### config.mk
export PLATFORM = sky130hd
export DESIGN_NAME = tccb_res_fifo
export DESIGN_NICKNAME = d
export VERILOG_FILES = /design/src/rtl/tccb_pkg.sv /design/src/rtl/tccb_res_fifo.sv
export SDC_FILE = /design/constraint.sdc
export NUM_CORES = 1
export LEC_CHECK = 0
export ABC_AREA = 1
export BUFFER_PORTS_ARGS = -buffer_cell sky130_fd_sc_hd__buf_2
export CAP_MARGIN = 20
export CORE_MARGIN = 10
export CORE_UTILIZATION = 34
export DETAILED_ROUTE_END_ITERATION = 8
export PLACE_DENSITY = 0.55
export SETUP_SLACK_MARGIN = 0.02
export SYNTH_ARGS = -nofsm -noshare
export SYNTH_HDL_FRONTEND = slang
export SYNTH_SLANG_ARGS = --single-unit
### constraint.sdc
create_clock -name clk -period 5.3 [get_ports clk]
set_input_delay 0.53 -clock clk [delete_from_list [all_inputs] [get_ports clk]]
set_output_delay 0.53 -clock clk [all_outputs]
set_load 0.02 [all_outputs]
### src/rtl/tccb_pkg.sv
`default_nettype none

package tccb_pkg;

	localparam int COLS   = 64;
	localparam int ROWS   = 32;
	localparam int CELLS  = COLS * ROWS;
	localparam int COL_W  = $clog2(COLS);
	localparam int ROW_W  = $clog2(ROWS);
	localparam int CELL_W = $clog2(CELLS);
	localparam int PH_W   = 16;
	localparam int TK_W   = 15;
	localparam int CNT_W  = $clog2(PH_W);

	localparam logic [7:0] SPACE_CHAR   = 8'd32;
	localparam logic [7:0] NEWLINE_CHAR = 8'd10;

	typedef enum logic [2:0] {
		OP_STREAM = 3'd0,
		OP_PUT    = 3'd1,
		OP_SETCUR = 3'd2,
		OP_ERASE  = 3'd3,
		OP_CLEAR  = 3'd4,
		OP_READ   = 3'd5,
		OP_TICK   = 3'd6,
		OP_NONE   = 3'd7
	} op_t;

	typedef enum logic [1:0] {
		CFG_ENABLE    = 2'd0,
		CFG_ON_TICKS  = 2'd1,
		CFG_OFF_TICKS = 2'd2
	} cfg_idx_t;

	typedef enum logic [1:0] {
		ST_IDLE,
		ST_SWEEP,
		ST_FIN,
		ST_MOD
	} state_t;

	typedef struct packed {
		logic [2:0]  func;
		logic [7:0]  ch;
		logic [15:0] color;
		logic [7:0]  col;
		logic [6:0]  row;
	} item_t;

	typedef struct packed {
		logic [7:0]  read_char;
		logic [15:0] read_color;
		logic [5:0]  cursor_col;
		logic [4:0]  cursor_row;
		logic        cursor_shown;
	} res_t;

	typedef struct packed {
		op_t              op;
		logic [7:0]       wr_char;
		logic [15:0]      color;
		logic [COL_W-1:0] col;
		logic [ROW_W-1:0] row;
		logic             in_range;
		logic             row_ok;
		logic             newline;
	} cmd_t;

	typedef struct packed {
		logic take;
		logic busy;
	} back_stat_t;

	function automatic logic [ROW_W-1:0] row_add(logic [ROW_W-1:0] a, logic [ROW_W-1:0] b);
		logic [ROW_W:0] s;
		s = {1'b0, a} + {1'b0, b};
		if (s >= (ROW_W+1)'(ROWS))
			s = s - (ROW_W+1)'(ROWS);
		return s[ROW_W-1:0];
	endfunction

	function automatic logic [CELL_W-1:0] cell_addr(logic [ROW_W-1:0] r, logic [COL_W-1:0] c);
		return CELL_W'(r) * CELL_W'(COLS) + CELL_W'(c);
	endfunction

endpackage

`default_nettype wire

### src/rtl/tccb_res_fifo.sv
`default_nettype none

module tccb_res_fifo import tccb_pkg::*; (
	input  wire logic clk,
	input  wire logic arst_n,
	input  wire logic wr,
	input  wire res_t wdata,
	output logic      res_full,
	input  wire logic pop,
	output logic      empty,
	output res_t      result
);

	res_t       q_mem [2];
	logic       wp_q;
	logic       rp_q;
	logic [1:0] cnt_q;
	logic       pop_ok;

	assign res_full = cnt_q == 2'd2;
	assign empty    = cnt_q == 2'd0;
	assign pop_ok   = pop && !empty;
	assign result   = q_mem[rp_q];

	always_ff @(posedge clk) begin
		if (wr)
			q_mem[wp_q] <= wdata;
	end

	always_ff @(posedge clk or negedge arst_n) begin
		if (!arst_n) begin
			wp_q  <= 1'b0;
			rp_q  <= 1'b0;
			cnt_q <= 2'd0;
		end else begin
			if (wr)
				wp_q <= !wp_q;
			if (pop_ok)
				rp_q <= !rp_q;
			cnt_q <= cnt_q + 2'(wr) - 2'(pop_ok);
		end
	end

endmodule

`default_nettype wire

Yosys cells after proc, flatten, opt, wreduce, memory -nomap -nowiden
Memories as Yosys holds them, arrays and structs flattened.
Index checks and enable logic that the tools add are counted.
{ "totals": {"regBits": 4, "latch_bits": 0, "ram_bits": 72, "mem_bits_ro": 0, "input_bits": 40, "memories": 1} }
{ "memory_table": {"columns": ["memory", "words", "word_bits", "rd", "rd_ports_with_merged_regs", "wr", "line", "rtl"], "rows": [
  ["q_mem", 2, 36, 1, 0, 1, "tccb_res_fifo.sv:14", "res_t q_mem [2];"]
]} }
{ "classes": {"add_sub_neg": 2, "multipliers": 0, "n_div": 0, "magnitude_cmp": 0, "eq_ne": 1, "shifts": 0, "muxes": 2, "n_bitwise": 0, "reduce_logical": 5} }
{ "ops": {"columns": ["cell", "n"], "rows": [
  ["1-bit zero test", 3],
  ["2-bit by 1-bit adder with 2-bit output", 1],
  ["2-bit == test (second input constant)", 1],
  ["2-bit zero test", 1],
  ["1-bit 2-to-1 mux", 2],
  ["2-bit by 1-bit subtractor with 2-bit output", 1],
  ["1-bit logical AND", 1]
]} }

Logic depth before layout (Yosys ltp)
{ "depth": {"depth_word": 4, "mapped_depth": 10, "depth_no_buf": 10} }

Worst setup path before layout
Ideal clock, no wire load.
{ "synth_timing": {"path_kind": "input to register", "start": "input wr", "end": "memory q_mem[0][0] (netlist bit) (enable)", "setup_ns": 0.430, "arrival_time_ns": 2.086, "slack_ns": 2.784, "stages": 2, "path_cell_list": "inv_1 nor2_1"} }
{ "synth_via": {"elab_chain_len": 2} }
{ "synth_lines": {"columns": ["item", "line", "rtl"], "rows": [
  ["start, declared", "tccb_res_fifo.sv:6", "input wire logic wr,"],
  ["1-bit 2-to-1 mux", "tccb_res_fifo.sv:26", "if (wr)"],
  ["1-bit 2-to-1 mux (implied by the code)", "tccb_res_fifo.sv:27", "q_mem[wp_q] <= wdata;"],
  ["end, declared", "tccb_res_fifo.sv:14", null]
]} }
No other way between the ends.

==> impl_results.md <==
- Status: finished, final reports clean
- Detail Route Antenna Nets: 0
- Grt met1 use: 9.804%
- Clock buffer depth: 2
- Fraction of layout cells with a size suffix above 1: 31.49%
- R2R Path End: q_mem[0][16]
- GR peak layer: met2
- Max Cap Viol: 0
- Worst-margin pin slew: 657.0 ps
- HP Class: in2reg
- Clk pin slew, worst setup/hold paths: 80 ps
- Worst path max stage delay: 490 ps
- Hold Path Depth: 1
- H-tree levels: 3
- Die H: 111.7 microns
- Leakage: 1.556 nW
- Util after Layout: 43.06%
- Post-route setup TNS: 0 ps
- Clock Sinks: 76
- Wirelength per Cell: 13.79 microns
- Port-buffer cells: 77
- Setup Buffers After CTS: 0
- NumNets Final: 345
- Clk_skew: 6.805 ps
- Top cell type by total area after synthesis: edfxtp_1
- WHS Endpoint: q_mem[1][27]
- # resized after CTS: 0
- Crit-path max FO: 37
- Met3 Use GR: 4.079%
- Highest attainable clock frequency: 0.4684 GHz
- GR Overflow Total: 0
- Number of synthesized register bits: 76
- Worst setup SP type: register
- Synth-to-layout area growth: 23.66%
- Cell count after synthesis: 218
- Post-DP HPWL: 3658 microns
- Hold path startpoint: wdata[27]
- Initial cell density of the core: 34.83%
- I/O Pins: 78
- Slowest cell on crit path: inv_2
- Yosys top cell area share: 75.56%
- Critical path, cell by cell: inv_2 -> nand2_1 -> nand2_1 -> buf_2
- Setup violations, final: 0
- Final weighted congestion in routability-driven placement: 0.7250
- Synthesized area: 2861 sq um
- R2r startpoint: wp_q
- Clock root cell: clkbuf_8
- Synth area leaders: edfxtp_1 (76%), nand2_1 (15%), dfrtp_1 (3.5%)
- Final number of hold-violating endpoints: 0
- Ant. Diodes: 0
- First-pass iteration count of the detailed router: 4
- Max-slew violations: 0
- Clock Latency Late Sink: 340 ps
- Drt via density: 4.179
- Cell area power density: 543.1 nW/um^2
- TritonCTS clock tree: done
- DR iter-0 viols: 45
- Worst R2R Setup Slack: 3810 ps
- Met2 usage: 15.03%
- Synth warn: 0
- CP required: 4770 ps
- Final Critical Period: 2135 ps
- Core area: 8217 sq um
- DRC: 0
- Final Cycle Share: 40.28%
- CP arrival: 1610 ps
- Mapped Nets: 260
- Avg Cell Area, Syn: 13.13 sq um
- Vias in the first global route: 1837
- Clock buffers created by TritonCTS: 9
- Via count: 1726
- Row cnt: 33
- Die Wd: 111.7 microns
- All-layer global routing usage: 9.160%
- Most Frequent Cell on Critical Path: nand2_1
- Largest net degree at the start of global routing: 38
- RSZ-0062 raised after global routing: false
- Distinct cells, synth: 11
- Peak supply drop: 0.1864 mV
- Critical path endpoint category: primary output
- R2R cell count: 2
- Register area share after synthesis: 79.06%
- First-pass GRT wire length: 9018 microns
- Initial antenna violation count: 1
- Die area: 12490 sq um
- Setup CP Type: reg2out
- Final WL: 5696 microns
- Relative max-transition margin: 56.13%
[layout by cell type (no fill, tap or decap), drive strengths merged]
cell / synthesis / final
buf: 7 / 80
clkbuf: 0 / 9
clkinv: 0 / 4
clkinvlp: 0 / 4
dfrtp: 4 / 4
dlygate4sd3: 0 / 1
edfxtp: 72 / 72
ha: 2 / 2
inv: 10 / 9
nand2: 118 / 118
nand3: 2 / 2
nor2: 2 / 2
xor2: 1 / 1
[cell usage after synthesis]
cell type and count:
nand2_1 118, nor2_1 2, xor2_1 1, buf_6 4
ha_1 2, nand3_1 2, buf_4 3, edfxtp_1 72
inv_2 1, dfrtp_1 4, inv_1 9
[worst max path at each step]
stage                   endpoint  start  cells past startpoint
floorplan            q_mem[0][0]     wr                      2
global placement    q_mem[0][19]     wr                      3
detailed placement  q_mem[0][18]     wr                      3
CTS                    result[0]   rp_q                      4
global route          result[17]   rp_q                      4
finish                 result[1]   rp_q                      4
[what timing repair did]
item	4_1_cts	5_1_grt
endpoints found under the hold margin	4	0
setup endpoints to repair	0	0
hold buffers	1	0
[kinds of logic after synthesis]
| kind of cell | count (synthesis) | synth area share, % |
|---|---|---|
| adder cells (fa/ha/maj) | 2 | 0.8744 |
| flip-flops | 76 | 79.06 |
| AND/OR/NAND/NOR | 122 | 16.09 |
| buffers and inverters | 17 | 3.673 |
| XOR/XNOR | 1 | 0.3061 |
[registers in the layout, indices dropped and copies added (netlist names)]
register,count
rp_q,1
cnt_q,2
wp_q,1
q_mem,72
[power by group]
group / switching, mW / internal [mW]
clock network: 0.208 / 0.166
logic: 0.508 / 0.208
registers: 0.0319 / 0.799
[worst max-delay path, delay by kind of cell (launching register included)]
family | cells | cell delay, ps
simple gates | 2 | 210
buf+inv | 2 | 660
flops | 1 | 390
[layer usage]
| metal | wire (microns) | part of all wire (%) |
|---|---|---|
| met1 | 2373 | 42 |
| met2 | 2790 | 49 |
| met3 | 416 | 7.3 |
| met4 | 98 | 1.7 |
| met5 | 18 | 0.32 |
[area by class of cell]
| cell class | count | area, sq um |
|---|---|---|
| Sequential cell | 76 | 2262 |
| Tap cell | 105 | 131.4 |
| Inverter | 10 | 37.54 |
| Multi-Input combinational cell | 125 | 501.7 |
| Clock buffer | 9 | 123.9 |
| Fill cell | 787 | 4678 |
| Clock inverter | 7 | 43.79 |
| Timing Repair Buffer | 81 | 437.9 |
[stage by stage]
step	area, sq um	instances	setup WS [ps]	hold slack, ps	total power [mW]
floorplan	2861	218	2784	234.4	1.346
global placement	3333	395	3356	339.8	1.569
detailed placement	3333	395	3321	341.8	1.578
CTS	3511	412	3089	347.9	1.954
global route	3538	413	2954	352.0	2.063
finish	3538	413	3165	367.8	1.922
Power figures use the tool's default switching activity.
