$ cat src/rtl/tccb_pkg.sv
`default_nettype none

package tccb_pkg;

	localparam int COLS   = 64;
	localparam int ROWS   = 32;
	localparam int CELLS  = COLS * ROWS;
	localparam int COL_W  = $clog2(COLS);
	localparam int ROW_W  = $clog2(ROWS);
	localparam int CELL_W = $clog2(CELLS);
	localparam int PH_W   = 16;
	localparam int TK_W   = 15;
	localparam int CNT_W  = $clog2(PH_W);

	localparam logic [7:0] SPACE_CHAR   = 8'd32;
	localparam logic [7:0] NEWLINE_CHAR = 8'd10;

	typedef enum logic [2:0] {
		OP_STREAM = 3'd0,
		OP_PUT    = 3'd1,
		OP_SETCUR = 3'd2,
		OP_ERASE  = 3'd3,
		OP_CLEAR  = 3'd4,
		OP_READ   = 3'd5,
		OP_TICK   = 3'd6,
		OP_NONE   = 3'd7
	} op_t;

	typedef enum logic [1:0] {
		CFG_ENABLE    = 2'd0,
		CFG_ON_TICKS  = 2'd1,
		CFG_OFF_TICKS = 2'd2
	} cfg_idx_t;

	typedef enum logic [1:0] {
		ST_IDLE,
		ST_SWEEP,
		ST_FIN,
		ST_MOD
	} state_t;

	typedef struct packed {
		logic [2:0]  func;
		logic [7:0]  ch;
		logic [15:0] color;
		logic [7:0]  col;
		logic [6:0]  row;
	} item_t;

	typedef struct packed {
		logic [7:0]  read_char;
		logic [15:0] read_color;
		logic [5:0]  cursor_col;
		logic [4:0]  cursor_row;
		logic        cursor_shown;
	} res_t;

	typedef struct packed {
		op_t              op;
		logic [7:0]       wr_char;
		logic [15:0]      color;
		logic [COL_W-1:0] col;
		logic [ROW_W-1:0] row;
		logic             in_range;
		logic             row_ok;
		logic             newline;
	} cmd_t;

	typedef struct packed {
		logic take;
		logic busy;
	} back_stat_t;

	function automatic logic [ROW_W-1:0] row_add(logic [ROW_W-1:0] a, logic [ROW_W-1:0] b);
		logic [ROW_W:0] s;
		s = {1'b0, a} + {1'b0, b};
		if (s >= (ROW_W+1)'(ROWS))
			s = s - (ROW_W+1)'(ROWS);
		return s[ROW_W-1:0];
	endfunction

	function automatic logic [CELL_W-1:0] cell_addr(logic [ROW_W-1:0] r, logic [COL_W-1:0] c);
		return CELL_W'(r) * CELL_W'(COLS) + CELL_W'(c);
	endfunction

endpackage

`default_nettype wire

$ cat src/rtl/tccb_front.sv
`default_nettype none

module tccb_front import tccb_pkg::*; (
	input  wire logic       clk,
	input  wire logic       arst_n,
	input  wire logic       push,
	output logic            full,
	input  wire item_t      item,
	input  wire back_stat_t stat,
	output logic            cmd_valid,
	output cmd_t            cmd
);

	cmd_t       q_mem [2];
	logic       wp_q;
	logic       rp_q;
	logic [1:0] cnt_q;
	logic       push_ok;
	cmd_t       dec;

	always_comb begin
		dec.op       = op_t'(item.func);
		dec.wr_char  = (item.ch < SPACE_CHAR) ? SPACE_CHAR : item.ch;
		dec.color    = item.color;
		dec.col      = item.col[COL_W-1:0];
		dec.row      = item.row[ROW_W-1:0];
		dec.row_ok   = {1'b0, item.row} < 8'(ROWS);
		dec.in_range = dec.row_ok && ({1'b0, item.col} < 9'(COLS));
		dec.newline  = item.ch == NEWLINE_CHAR;
	end

	assign full      = (cnt_q == 2'd2) || stat.busy;
	assign push_ok   = push && !full;
	assign cmd_valid = cnt_q != 2'd0;
	assign cmd       = q_mem[rp_q];

	always_ff @(posedge clk) begin
		if (push_ok)
			q_mem[wp_q] <= dec;
	end

	always_ff @(posedge clk or negedge arst_n) begin
		if (!arst_n) begin
			wp_q  <= 1'b0;
			rp_q  <= 1'b0;
			cnt_q <= 2'd0;
		end else begin
			if (push_ok)
				wp_q <= !wp_q;
			if (stat.take)
				rp_q <= !rp_q;
			cnt_q <= cnt_q + 2'(push_ok) - 2'(stat.take);
		end
	end

endmodule

`default_nettype wire

$ cat config.mk
export PLATFORM = sky130hd
export DESIGN_NAME = tccb_front
export DESIGN_NICKNAME = d
export VERILOG_FILES = /design/src/rtl/tccb_pkg.sv /design/src/rtl/tccb_front.sv
export SDC_FILE = /design/constraint.sdc
export NUM_CORES = 1
export LEC_CHECK = 0
export ABC_CLOCK_PERIOD_IN_PS = 3700
export BUFFER_PORTS_ARGS = -buffer_cell sky130_fd_sc_hd__buf_4
export CAP_MARGIN = 20
export CORE_MARGIN = 2
export CORE_UTILIZATION = 52
export DETAILED_ROUTE_END_ITERATION = 10
export PLACE_DENSITY = 0.79
export SLEW_MARGIN = 20
export SYNTH_ARGS = -nofsm -noshare
export SYNTH_HDL_FRONTEND = slang
export SYNTH_SLANG_ARGS = --single-unit
$ cat constraint.sdc
create_clock -name clk -period 3.7 [get_ports clk]
set_input_delay 0.37 -clock clk [delete_from_list [all_inputs] [get_ports clk]]
set_output_delay 0.37 -clock clk [all_outputs]
set_load 0.1 [all_outputs]
# [After elaboration in Yosys (flattened, before gate mapping)]
# Memories as Yosys holds them, arrays and structs flattened.
# Cells that the tools add are included.
[classes] n_lt_le_gt_ge=3 addsub=2 n_eq_ne=2 muxes=3 reduce_logical=7
[op_table] operator="$eq 8x4->1 const B" count=1
[op_table] operator="$lt 8x6->1 const B" count=1
[op_table] operator="$lt 8x7->1 const B" count=1
[op_table] operator="$mux 8" count=1
[op_table] operator="$lt 7x6->1 const B" count=1
[op_table] operator="$logic_not 1->1" count=3
[op_table] operator="$add 2x1->2" count=1
[op_table] operator="$eq 2x2->1 const B" count=1
[op_table] operator="$logic_and 1x1->1" count=2
[op_table] operator="$mux 1" count=2
[op_table] operator="$reduce_bool 2->1" count=1
[op_table] operator="$sub 2x1->2" count=1
[op_table] operator="$logic_or 1x1->1" count=1
[word_totals] output_inout_bits=43 regBits=4 memories=1 input_bits=47 wordCells=21 ram_bits=82
[mem_list] name="q_mem" depth=2 width=41 rd=1 rd_clocked_by_memory_dff=0 wr=1 line="tccb_front.sv:14" source="cmd_t q_mem [2];"

# [Logic depth before layout (Yosys ltp)]
[logic_depth] depth_word=6 ltp_mapped=7 mapped_depth_nobuf=7

# [Worst setup path after synthesis]
# OpenSTA, ideal clock, no wires.
[synth_timing] kind="register to register" start="register cnt_q[1]" end="memory q_mem[0][0] (netlist name) (enable)" synth_period_minus_slack_ps=2813 path_buffers=0 required_time_ps=3260 setup_time_ps=440 path_stages_with_launch=4 t_arrival_ps=2373 path_slack_ps=887 cell_sequence="dfrtp_1 > nand2b_1 > nand3b_1 > nor2_1"
[synth_between] elab_chain_cells=6
[synth_lines] element="from (decl)" line="tccb_front.sv:17" source="logic [1:0] cnt_q;"
[synth_lines] element="from (signal assigned)" line="tccb_front.sv:52" source="cnt_q <= cnt_q + 2'(push_ok) - 2'(stat.take);"
[synth_lines] element="$eq 2x2->1" line="tccb_front.sv:32" source="assign full = (cnt_q == 2'd2) || stat.busy;"
[synth_lines] element="$logic_or 1x1->1" line="tccb_front.sv:32"
[synth_lines] element="$logic_not 1->1" line="tccb_front.sv:33" source="assign push_ok = push && !full;"
[synth_lines] element="$logic_and 1x1->1" line="tccb_front.sv:33"
[synth_lines] element="$mux 1" line="tccb_front.sv:38" source="if (push_ok)"
[synth_lines] element="$mux 1 (implied by the code)" line="tccb_front.sv:39" source="q_mem[wp_q] <= dec;"
[synth_lines] element="to (decl)" line="tccb_front.sv:14"
# No other way between the ends.

==> impl_metrics.tcl <==
set metrics [dict create \
    synth_edf_count 82 \
    grt_pass1_vias 1677 \
    crit_required_ns 3.33 \
    final_nets 306 \
    viasPerCell 4.93 \
    synth_area_per_cell_sq_um 21.7 \
    clock.fmax_mhz 404 \
    synth.distinct_cells 21 \
    grt_start_max_net_pins 28 \
    crit_type "flip-flop to output port" \
    post-route-util 0.686 \
    drv_slew 0 \
    rsz0062_at_grt "false" \
    track_usage 0.152 \
    io_buffer_count 89 \
    vias 1672 \
    ys_ff_latch 86 \
    clk_latency_ns 0.34 \
    ys_warn_count 0 \
    fin_crit_sh 0.669 \
    clk_path_buf_depth 2 \
    drv_cap 0 \
    dieArea_sq_um 7310 \
    fin_crit_ns 2.48 \
    cts-root-buf "clkbuf_8" \
    ys_seq_area_frac 0.741 \
    area_growth_pct 26.7 \
    tns_ns 0 \
    critPathLaunchType "flip-flop" \
    status "finished clean" \
    dp.cells 322 \
    die_w_um 85.5 \
    wl_per_cell_um 15.6 \
    stdcell_area_sq_um 4380 \
    place_hpwl_mm 3.76 \
    drt_pass1_iterations 4 \
    layout-drive-gt1-share 0.592 \
    rows 29 \
    placed_cell_area_sq_um 4190 \
    finalSetupViolCount 0 \
    synth_top_flop_cell "edfxtp_1" \
    grt-ovfl-total 0 \
    core_area_sq_um 6390 \
    clkTransAtPathRegs_ns 0.08 \
    drt_iter0_drc 63 \
    antenna_found_initial 0 \
    crit_path_end_kind "output port" \
    finClkSkew_ns 0.00806 \
    drtAntennaViolNets 0 \
    place_congestion 0.660 \
    final_hold_viol_count 0 \
    antenna_cells 0 \
    syn_area_sq_um 3460 \
    tritoncts "yes" \
    clock-sinks 86 \
    syn_inst 159 \
    arrival_ns 2.11 \
    layoutNonFillerInstCount 339 \
    hp-class "input port to flip-flop" \
    boundaryPins 90 \
    drc 0 \
    crit_fanout 24 \
    syn-num-nets 208 \
    dieHeight_um 85.5 \
    wirelength_mm 5.28 \
    async_flop_share 0.0465 \
    cts_made_buffers 9 \
    htreeDepth 3 \
    worstMarginPinSlew_ns 0.704 \
    start_util 0.541 \
    slew_headroom 0.531 \
    grt_pass1_wl_mm 8.13 \
]
## per-layer routing
layer	global-route usage	wire [um]	part of all wire
met2	0.239	2640	0.50
met5	0	0	0
met1	0.198	2200	0.42
met4	0.0606	51	0.0097
met3	0.0510	387	0.073
## Yosys cell counts (2+ instances only)
| master | instances | share of area |
|---|---|---|
| and2b_1 | 3 | 0.0065 |
| buf_12 | 4 | 0.023 |
| clkbuf_1 | 2 | 0.0022 |
| dfrtp_1 | 4 | 0.029 |
| edfxtp_1 | 82 | 0.71 |
| ha_1 | 2 | 0.0072 |
| inv_1 | 2 | 0.0022 |
| mux2_2 | 2 | 0.0065 |
| mux2_4 | 39 | 0.17 |
| nand2b_1 | 2 | 0.0036 |
| nand3b_1 | 2 | 0.0043 |
| nor2_1 | 3 | 0.0033 |
| nor2b_1 | 2 | 0.0036 |
| xnor2_1 | 3 | 0.0076 |
## cell families after synthesis
family	count (synthesis)	synth area share
simple gates	16	0.0322
compound gates	1	0.00217
xor+xnor	4	0.0101
flops	86	0.741
fa+ha+maj	2	0.00724
mux	41	0.176
buf+inv	9	0.0308
## flip-flops by register name, indices dropped and copies added (netlist names)
| name | count |
|---|---|
| cnt_q | 2 |
| q_mem | 82 |
| rp_q | 1 |
| wp_q | 1 |
## final cells by class
type,count,area (sq um)
Inverter,2,7.51
Multi-Input combinational cell,64,802
Fill cell,412,2010
Clock inverter,5,35.0
Timing Repair Buffer,94,733
Sequential cell,86,2560
Tap cell,77,96.3
Clock buffer,11,141
## placed cells by master (no fill, tap or decap), drive strengths merged, types with 3 or more instances in the layout
| cell | n |
|---|---|
| clkinvlp | 4 |
| and2b | 3 |
| xnor2 | 3 |
| clkbuf | 11 |
| dfrtp | 4 |
| mux2 | 41 |
| buf | 93 |
| nor2 | 3 |
| edfxtp | 82 |
## metrics by stage
step	hold WS [ns]	setup WS, ns
floorplan	0.0744	0.887
global placement	0.170	1.54
detailed placement	0.172	1.55
CTS	0.191	1.17
global route	0.184	1.12
finish	0.210	1.22
## worst max-delay path: stages, from the launching register on
cell and delay (ns):
dfrtp_2 0.83, buf_4 0.37, mux2_4 0.33, buf_4 0.23
## repair_timing
item / in CTS / in global routing
resized for setup: 0 / 0
endpoints found under the hold margin: 4 / 0
hold buffers: 1 / 0
setup buffers: 0 / 0
## final timing paths
path	slack, ns	cells past startpoint	endpoint	from
worst max-delay path	1.22	3	cmd[18]	rp_q$_DFFE_PN0P_
worst min-delay path	0.21	1	q_mem[0][19]$_DFFE_PP_	item[20]
worst max register to register	1.90	4	q_mem[1][6]$_DFFE_PP_	cnt_q[1]$_DFF_PN0_
worst min register to register	0.50	1	cnt_q[1]$_DFF_PN0_	cnt_q[1]$_DFF_PN0_
max in group asynchronous	3.23	2	rp_q$_DFFE_PN0P_	arst_n
min in group asynchronous	0.34	2	cnt_q[0]$_DFF_PN0_	arst_n
Power is left out: the tool's default activity adds up to more than one toggle a clock period on the data nets, which glitch-free logic cannot reach.
